==> config.mk <==
export PLATFORM = sky130hd
export DESIGN_NAME = bitmap_first_fit_block_allocator
export DESIGN_NICKNAME = d
export VERILOG_FILES = /design/src/rtl/bffa_pkg.sv /design/src/rtl/bffa_ram.sv /design/src/rtl/bitmap_first_fit_block_allocator.sv
export SDC_FILE = /design/constraint.sdc
export NUM_CORES = 1
export LEC_CHECK = 0
export BUFFER_PORTS_ARGS = -buffer_cell sky130_fd_sc_hd__buf_4
export CAP_MARGIN = 10
export CORE_ASPECT_RATIO = 1.1
export CORE_MARGIN = 5
export CORE_UTILIZATION = 55
export CTS_BUF_LIST = sky130_fd_sc_hd__clkbuf_16
export CTS_CLUSTER_DIAMETER = 150
export DETAILED_ROUTE_END_ITERATION = 7
export PLACE_DENSITY_LB_ADDON = 0.2
export SYNTH_ARGS = -nofsm -noshare
export SYNTH_HDL_FRONTEND = slang
export SYNTH_HIERARCHICAL = 1
export SYNTH_SLANG_ARGS = --single-unit
==> constraint.sdc <==
create_clock -name i_clk -period 8.94 [get_ports i_clk]
set_input_delay 0.894 -clock i_clk [delete_from_list [all_inputs] [get_ports i_clk]]
set_output_delay 0.894 -clock i_clk [all_outputs]
set_load 0.01 [all_outputs]
==> src/rtl/bffa_pkg.sv <==
// ----------------------------------------------------------------------------
// bffa_pkg: shared types for the first-fit block allocator
// Sequencer state encoding used by the top level and its assertions.
// ----------------------------------------------------------------------------
`default_nettype none

package bffa_pkg;

    // Field widths of the stream payloads
    localparam int BYTES_W = 12;
    localparam int OFFS_W  = 11;

    typedef enum logic [2:0] {
        ST_CLEAR,
        ST_IDLE,
        ST_SCAN,
        ST_MARK,
        ST_FREE,
        ST_DONE
    } t_state;

    // Operation codes carried on the input tuser
    localparam logic FUNC_ALLOC = 1'b0;
    localparam logic FUNC_FREE  = 1'b1;

endpackage

`default_nettype wire

==> src/rtl/bffa_ram.sv <==
// ----------------------------------------------------------------------------
// bffa_ram: generic single-write, single-read RAM
// One write port and one read port; read data is registered.
// ----------------------------------------------------------------------------
`default_nettype none

module bffa_ram #(
    parameter int WIDTH = 1,
    parameter int DEPTH = 64
) (
    input  wire logic                     i_clk,
    input  wire logic                     i_we,
    input  wire logic [$clog2(DEPTH)-1:0] i_waddr,
    input  wire logic [WIDTH-1:0]         i_wdata,
    input  wire logic [$clog2(DEPTH)-1:0] i_raddr,
    output logic      [WIDTH-1:0]         o_rdata
);

    logic [WIDTH-1:0] r_mem [DEPTH];

    always_ff @(posedge i_clk) begin
        if (i_we) begin
            r_mem[i_waddr] <= i_wdata;
        end
        o_rdata <= r_mem[i_raddr];
    end

endmodule

`default_nettype wire

==> src/rtl/bitmap_first_fit_block_allocator.sv <==
// ----------------------------------------------------------------------------
// bitmap_first_fit_block_allocator: first-fit contiguous block allocator
// Keeps one used bit per pool block and serves allocate and free requests.
// ----------------------------------------------------------------------------
// Input stream: tuser = func (0 allocate, 1 free); tdata = byte_count and
// free_offset. Output stream: tuser = success; tdata = granted_bytes and
// buffer_offset. One result per request.
// An allocate scans the used map one block per cycle from block 0 until a
// free run covers the request, then marks the run one block per cycle. The
// result then passes through ST_DONE into the output register. A failed
// allocate scans the whole map; a zero-byte allocate skips the scan and
// goes straight to ST_DONE. A free walks the whole map, one block per
// cycle. Ready returns the cycle after the result loads, so a new request
// is taken only after the last result has loaded.
// The used map sits in a single-port-write RAM with registered read, and the
// scan, mark and free walks share its one write and one read port; the scan
// and free walks also share one byte accumulator adder. One request is in
// flight at a time; ready stays low from acceptance until the result moves
// to the output register.
// After reset a clearing pass writes every map entry to free, with ready low.
// A stalled receiver holds the result in the output register; the block
// still takes and processes the next request and waits with its result
// until the output register frees up.
// ----------------------------------------------------------------------------
`default_nettype none

module bitmap_first_fit_block_allocator #(
    parameter int POOL_BLOCKS = 64,
    parameter int BLOCK_BYTES = 32
) (
    input  wire logic        i_clk,
    input  wire logic        i_rst_n,
    input  wire logic        s_axis_tvalid,
    output logic             s_axis_tready,
    input  wire logic [23:0] s_axis_tdata,   // [11:0] byte_count, [22:12] free_offset, [23] zero
    input  wire logic        s_axis_tuser,   // [0] func
    output logic             m_axis_tvalid,
    input  wire logic        m_axis_tready,
    output logic      [23:0] m_axis_tdata,   // [11:0] granted_bytes, [22:12] buffer_offset, [23] zero
    output logic             m_axis_tuser    // [0] success
);

    import bffa_pkg::*;

    localparam int IW       = $clog2(POOL_BLOCKS);
    localparam int POOL_SZ  = POOL_BLOCKS * BLOCK_BYTES;
    localparam int PW_RAW   = $clog2(POOL_SZ + 1);
    localparam int PW       = (PW_RAW > BYTES_W + 1) ? PW_RAW : BYTES_W + 1;
    localparam logic [PW-1:0] BLK      = PW'(BLOCK_BYTES);
    localparam logic [IW-1:0] LAST_IDX = IW'(POOL_BLOCKS - 1);

    t_state r_state, n_state;

    logic [IW-1:0]      r_idx, n_idx;
    logic [PW-1:0]      r_pos, n_pos;
    logic [IW-1:0]      r_run_idx, n_run_idx;
    logic [PW-1:0]      r_run_pos, n_run_pos;
    logic [PW-1:0]      r_acc, n_acc;
    logic [IW:0]        r_run_len, n_run_len;
    logic [BYTES_W-1:0] r_bytes, n_bytes;
    logic [OFFS_W-1:0]  r_offs, n_offs;

    logic               r_res_ok, n_res_ok;
    logic [BYTES_W-1:0] r_res_grant, n_res_grant;
    logic [OFFS_W-1:0]  r_res_offs, n_res_offs;

    logic               r_out_vld, n_out_vld;
    logic               r_out_ok, n_out_ok;
    logic [BYTES_W-1:0] r_out_grant, n_out_grant;
    logic [OFFS_W-1:0]  r_out_offs, n_out_offs;

    logic               w_we;
    logic               w_wdata;
    logic [IW-1:0]      w_waddr;
    logic               w_used;
    logic               w_in_xfer;
    logic [PW-1:0]      w_pos_nxt;
    logic [PW-1:0]      w_acc_sum;
    logic [PW-1:0]      w_bytes_ext;
    logic [PW-1:0]      w_offs_ext;

    // Read address follows the next index so data lines up with r_idx
    bffa_ram #(
        .WIDTH (1),
        .DEPTH (POOL_BLOCKS)
    ) u_map (
        .i_clk   (i_clk),
        .i_we    (w_we),
        .i_waddr (w_waddr),
        .i_wdata (w_wdata),
        .i_raddr (n_idx),
        .o_rdata (w_used)
    );

    assign w_in_xfer   = s_axis_tvalid && s_axis_tready;
    assign w_pos_nxt   = r_pos + BLK;
    assign w_acc_sum   = r_acc + BLK;     // shared byte accumulator
    assign w_bytes_ext = PW'(r_bytes);
    assign w_offs_ext  = PW'(r_offs);

    assign s_axis_tready = (r_state == ST_IDLE);
    assign m_axis_tvalid = r_out_vld;
    assign m_axis_tuser  = r_out_ok;
    assign m_axis_tdata  = {1'b0, r_out_offs, r_out_grant};

    always_ff @(posedge i_clk) begin
        if (!i_rst_n) begin
            r_state   <= ST_CLEAR;
            r_idx     <= '0;
            r_out_vld <= 1'b0;
        end else begin
            r_state   <= n_state;
            r_idx     <= n_idx;
            r_out_vld <= n_out_vld;
        end
    end

    always_ff @(posedge i_clk) begin
        r_pos       <= n_pos;
        r_run_idx   <= n_run_idx;
        r_run_pos   <= n_run_pos;
        r_acc       <= n_acc;
        r_run_len   <= n_run_len;
        r_bytes     <= n_bytes;
        r_offs      <= n_offs;
        r_res_ok    <= n_res_ok;
        r_res_grant <= n_res_grant;
        r_res_offs  <= n_res_offs;
        r_out_ok    <= n_out_ok;
        r_out_grant <= n_out_grant;
        r_out_offs  <= n_out_offs;
    end

    always_comb begin
        n_state     = r_state;
        n_idx       = r_idx;
        n_pos       = r_pos;
        n_run_idx   = r_run_idx;
        n_run_pos   = r_run_pos;
        n_acc       = r_acc;
        n_run_len   = r_run_len;
        n_bytes     = r_bytes;
        n_offs      = r_offs;
        n_res_ok    = r_res_ok;
        n_res_grant = r_res_grant;
        n_res_offs  = r_res_offs;
        n_out_vld   = r_out_vld;
        n_out_ok    = r_out_ok;
        n_out_grant = r_out_grant;
        n_out_offs  = r_out_offs;
        w_we        = 1'b0;
        w_wdata     = 1'b0;
        w_waddr     = r_idx;

        // Drop the output entry once its transfer completes
        if (r_out_vld && m_axis_tready) begin
            n_out_vld = 1'b0;
        end

        unique case (r_state)
            ST_CLEAR: begin
                w_we = 1'b1;
                n_idx = r_idx + 1'b1;
                if (r_idx == LAST_IDX) begin
                    n_idx   = '0;
                    n_state = ST_IDLE;
                end
            end
            ST_IDLE: begin
                if (w_in_xfer) begin
                    n_bytes   = s_axis_tdata[BYTES_W-1:0];
                    n_offs    = s_axis_tdata[BYTES_W +: OFFS_W];
                    n_idx     = '0;
                    n_pos     = '0;
                    n_run_idx = '0;
                    n_run_pos = '0;
                    n_acc     = '0;
                    n_run_len = '0;
                    if (s_axis_tuser == FUNC_FREE) begin
                        n_state = ST_FREE;
                    end else if (s_axis_tdata[BYTES_W-1:0] == '0) begin
                        n_res_ok    = 1'b0;
                        n_res_grant = '0;
                        n_res_offs  = '0;
                        n_state     = ST_DONE;
                    end else begin
                        n_state = ST_SCAN;
                    end
                end
            end
            ST_SCAN: begin
                n_idx = r_idx + 1'b1;
                n_pos = w_pos_nxt;
                if (w_used) begin
                    // Restart the run just past this block
                    n_acc     = '0;
                    n_run_len = '0;
                    n_run_idx = r_idx + 1'b1;
                    n_run_pos = w_pos_nxt;
                end else begin
                    n_acc     = w_acc_sum;
                    n_run_len = r_run_len + 1'b1;
                end
                if (!w_used && (w_acc_sum >= w_bytes_ext)) begin
                    n_res_ok    = 1'b1;
                    n_res_grant = w_acc_sum[BYTES_W-1:0];
                    n_res_offs  = r_run_pos[OFFS_W-1:0];
                    n_idx       = r_run_idx;
                    n_state     = ST_MARK;
                end else if (r_idx == LAST_IDX) begin
                    n_res_ok    = 1'b0;
                    n_res_grant = '0;
                    n_res_offs  = '0;
                    n_state     = ST_DONE;
                end
            end
            ST_MARK: begin
                w_we      = 1'b1;
                w_wdata   = 1'b1;
                n_idx     = r_idx + 1'b1;
                n_run_len = r_run_len - 1'b1;
                if (r_run_len == (IW+1)'(1)) begin
                    n_state = ST_DONE;
                end
            end
            ST_FREE: begin
                n_idx = r_idx + 1'b1;
                n_pos = w_pos_nxt;
                // Block lies at or after the first freed block and inside the size
                if ((w_pos_nxt > w_offs_ext) && (w_acc_sum <= w_bytes_ext)) begin
                    w_we  = 1'b1;
                    n_acc = w_acc_sum;
                end
                if (r_idx == LAST_IDX) begin
                    n_res_ok    = 1'b1;
                    n_res_grant = '0;
                    n_res_offs  = '0;
                    n_state     = ST_DONE;
                end
            end
            ST_DONE: begin
                if (!r_out_vld || m_axis_tready) begin
                    n_out_vld   = 1'b1;
                    n_out_ok    = r_res_ok;
                    n_out_grant = r_res_grant;
                    n_out_offs  = r_res_offs;
                    n_idx       = '0;
                    n_state     = ST_IDLE;
                end
            end
            default: begin
                n_state = ST_IDLE;
            end
        endcase
    end

    // A failed or free result never carries a size; a failure carries no offset
    a_fail_zero: assert property (@(posedge i_clk) disable iff (!i_rst_n)
        (m_axis_tvalid && !m_axis_tuser) |-> (m_axis_tdata == '0))
        else $error("failed allocation reports nonzero size or offset");

    // Map writes happen only in the clearing, marking and freeing walks
    a_we_state: assert property (@(posedge i_clk) disable iff (!i_rst_n)
        w_we |-> (r_state == ST_CLEAR || r_state == ST_MARK || r_state == ST_FREE))
        else $error("map written outside a write walk");

    // No request is taken on the first cycle after reset: the clearing pass runs
    a_clear_first: assert property (@(posedge i_clk) disable iff (!i_rst_n)
        !$past(i_rst_n) |-> !s_axis_tready)
        else $error("ready raised before the map was cleared");

endmodule

`default_nettype wire
==> results.toml <==
[run_status]
status = "finished, final reports clean"

[timing]
max-slew-margin-rel_pct = 20.20
period_needed_ns = 5.235
drv_slew = 0
fin_setup_tns_ns = 0
fmax_mhz = 191.0
finalHoldViolations = 0
whs_ns = 0.4355
fin_skew_ns = 0.007432
rsz0062_at_grt = "false"
finalCritPeriodShare_pct = 58.56
finalSetupViolations = 0
worstMarginPinSlew_ns = 1.186

[yosys]
synth_top_area_cell = "edfxtp_1"
syn_nets = 711
synth_area_mm2 = 0.008399
ys_ff_latch = 181
synth_edf_count = 170
async_flop_share_pct = 0
yosys-top-cells-area = "edfxtp_1 (61%), nor2_1 (5.2%), ha_1 (2.8%)"
yosysTopAreaCellShare_pct = 60.78
ys_seq_area_share_pct = 63.40
synthCells = 663
synthDistinctLibCells = 64
synthFlopType = "edfxtp_1"
synth.yosys.warnings = 6
avgSynthCellArea_um2 = 12.67

[worst_setup_path]
cp.required_ns = 9.26
crit_chain = "ha_1, and3_1, xnor2_1, inv_1, ha_1, nand3_1, a211oi_1, or2_1, o22ai_1, nand2_1, mux4_1, mux4_2, or2_0, a32o_1"
r2r_cells = 14
crit_cells = 14
slowest_stage = "or2_1"
worst_setup_path_end_kind = "register"
crit_top_cell = "ha_1"
slowest_delay_ns = 0.66
crit_family = "simple AND/OR/NAND/NOR gates"
reg2reg_from = "r_acc[5]"
crit_fanout = 17
r2r-end = "u_map/o_rdata"
critPathBufInv = 1
r2r_slack_ns = 3.70
start_kind = "register"
startpoint = "r_acc[5]"
cp-endpoint = "u_map/o_rdata"
cp.arrival_ns = 5.55
path_class = "register to register"

[drt]
drtAntennaViolNets = 0
routed_wl_mm = 16.82
dr.pass1.iters = 5
wl_per_cell_um = 18.32
drc = 0
drt_iter0_drc = 395
vias = 5373
avgViaCountPerCell = 5.853

[final_layout]
drive_gt1_share_pct = 14.54
antennaDiodeCount = 0
syn2layout_area_growth_pct = 12.54
nNetsFinal = 758
fillers = 1184
final_cells = 918
seq_area_mm2 = 0.005325
multi_input_area_mm2 = 0.002809

[power_and_ir_drop]
p_per_area_mw_per_mm2 = 173.8
ir_worst_vdd_uv = 146.9
leakagePower_nw = 3.180

[global_route]
grt_start_max_net_pins = 65
grt_pass1_wl_mm = 27.28
antenna_found_initial = 0
grt_use_total_pct = 19.51
grt_pass1_vias = 5398
grt_overflow = 0

[die]
boundaryPins = 56
die_area_mm2 = 0.01785
rows = 47
core-area_mm2 = 0.01505
fp.dieW_um = 127.8
start_util_pct = 55.79
die_height_um = 139.6

[clock_network]
cts_tree = "done"
cts_root_buf = "clkbuf_16"
cts_buffers = 17
cts_buffer_depth = 2
postCtsSetupBuffers = 0
clkSlewWorstSetupHoldPaths_ns = 0.06
cts_resized = 0
cts-htree-levels = 4
clk_latency_ns = 0.42
cts_sinks = 181
postCtsHoldBufs = 0

[min_path]
holdCritPathClass = "register to register"

[placed_design]
dp_hpwl_mm = 11.57
place.gp.congestion = 0.8253
portBuffers = 53
dp_cells = 887

[run]
cap_violations = 0
==> synthesized netlist by cell type, types with 2 or more instances <==
cell type,n
o21a_1,4
buf_6,5
nor3_1,13
o22ai_1,6
nand2_1,30
o21ai_0,15
edfxtp_1,170
xnor2_1,6
mux4_1,7
ha_1,19
or3_1,3
dfxtp_1,11
nand3_1,22
a21oi_1,24
nand4_1,8
xor2_1,10
a31oi_1,4
mux4_2,10
o211ai_1,2
a21boi_0,3
buf_2,2
nor2b_1,9
and3_1,5
and2_1,17
a22o_1,17
a211oi_1,2
nand3b_1,6
nor4_1,6
nand2b_1,9
or2_2,2
a21boi_1,3
o31ai_1,4
nor2_1,116
clkbuf_1,21
a21o_1,5
a22oi_1,5
inv_1,32
a221oi_1,2
nor4b_1,3
==> cell type report <==
type / count / area share [%]
Clock buffer: 17 / 4.500
Sequential cell: 181 / 56.33
Timing Repair Buffer: 58 / 4.606
Clock inverter: 14 / 0.9795
Inverter: 32 / 1.271
Multi-Input combinational cell: 420 / 29.72
Tap cell: 196 / 2.594
==> worst reg2reg max path, cell delays in order (launching register included) <==
cell and delay [ns]:
edfxtp_1 0.48, ha_1 0.29, and3_1 0.16, xnor2_1 0.20, inv_1 0.11, ha_1 0.33
nand3_1 0.13, a211oi_1 0.49, or2_1 0.66, o22ai_1 0.24, nand2_1 0.51, mux4_1 0.65
mux4_2 0.47, or2_0 0.21, a32o_1 0.20
==> per-layer routing <==
metal  GRT usage (%)  share of wire (%)  vias up
met5               0                  0        -
met4           5.866                1.4        0
met3           4.331                4.9       18
met2           34.53                 53      162
met1           23.81                 41     2628
li1                -                  -     2565
==> how the worst min path moves through the flow <==
stage	start	to	cells after the start	slack, ns
floorplan	r_res_ok	m_axis_tuser	0	0.40
global placement	r_res_ok	m_axis_tuser	0	0.41
detailed placement	r_res_offs[3]	r_out_offs[3]	0	0.43
CTS	r_res_offs[3]	r_out_offs[3]	0	0.44
global route	r_res_offs[3]	r_out_offs[3]	0	0.44
finish	r_res_offs[3]	r_out_offs[3]	0	0.44
==> report_power, final <==
part | switching (W) | total, W | internal [W] | leakage [nW]
logic | 0.0000335 | 0.0000616 | 0.0000280 | 1.40
registers | 0.00000734 | 0.000925 | 0.000918 | 1.53
clock network | 0.000305 | 0.000656 | 0.000351 | 0.252
==> through the flow <==
stage | cell area [µm²] | total power [W] | setup slack [ns] | utilization [%]
final | 9453 | 0.001643 | 3.705 | 62.79
after global routing | 9453 | 0.001704 | 3.401 | 62.79
after CTS | 9453 | 0.001661 | 3.747 | 62.79
after detailed placement | 8935 | 0.001005 | 3.774 | 59.35
after global placement | 8935 | 0.001003 | 3.948 | 59.35
after floorplan | 8399 | 0.0009813 | 4.691 | -
==> placed cells by master (no fill, tap or decap), types with 11 or more instances in the layout <==
master	netlist	final
edfxtp_1	170	170
nor2_1	116	116
buf_4	1	58
inv_1	32	34
nand2_1	30	30
a21oi_1	24	24
nand3_1	22	22
ha_1	19	19
a22o_1	17	17
and2_1	17	17
clkbuf_16	0	17
o21ai_0	15	14
nor3_1	13	12
dfxtp_1	11	11
==> registers in the layout, indices dropped and copies added (netlist names) <==
signal,flops
u_map/r_mem,64
r_res_offs,11
r_run_len,7
r_res_grant,12
r_out_offs,11
m_axis_tvalid,1
r_run_idx,6
r_pos,8
r_acc,8
r_idx,6
r_run_pos,6
r_offs,11
u_map/o_rdata,1
r_state,3
r_bytes,12
r_out_grant,12
m_axis_tuser,1
r_res_ok,1
==> cells by family (layout without fill, tap and decap cells) <==
family,count (synthesis),in the layout,synth area share (%)
and+or+nand+nor,260,260,15.08
DFF,181,181,63.40
AOI/OAI and AO/OA,105,105,8.580
buffers and inverters,62,121,3.292
adders and majority gates,20,20,2.950
muxes,18,18,4.990
xor gates and xnor gates,16,16,1.668
other,1,1,0.04465
Note: power is estimated with default switching activity, not from simulation.
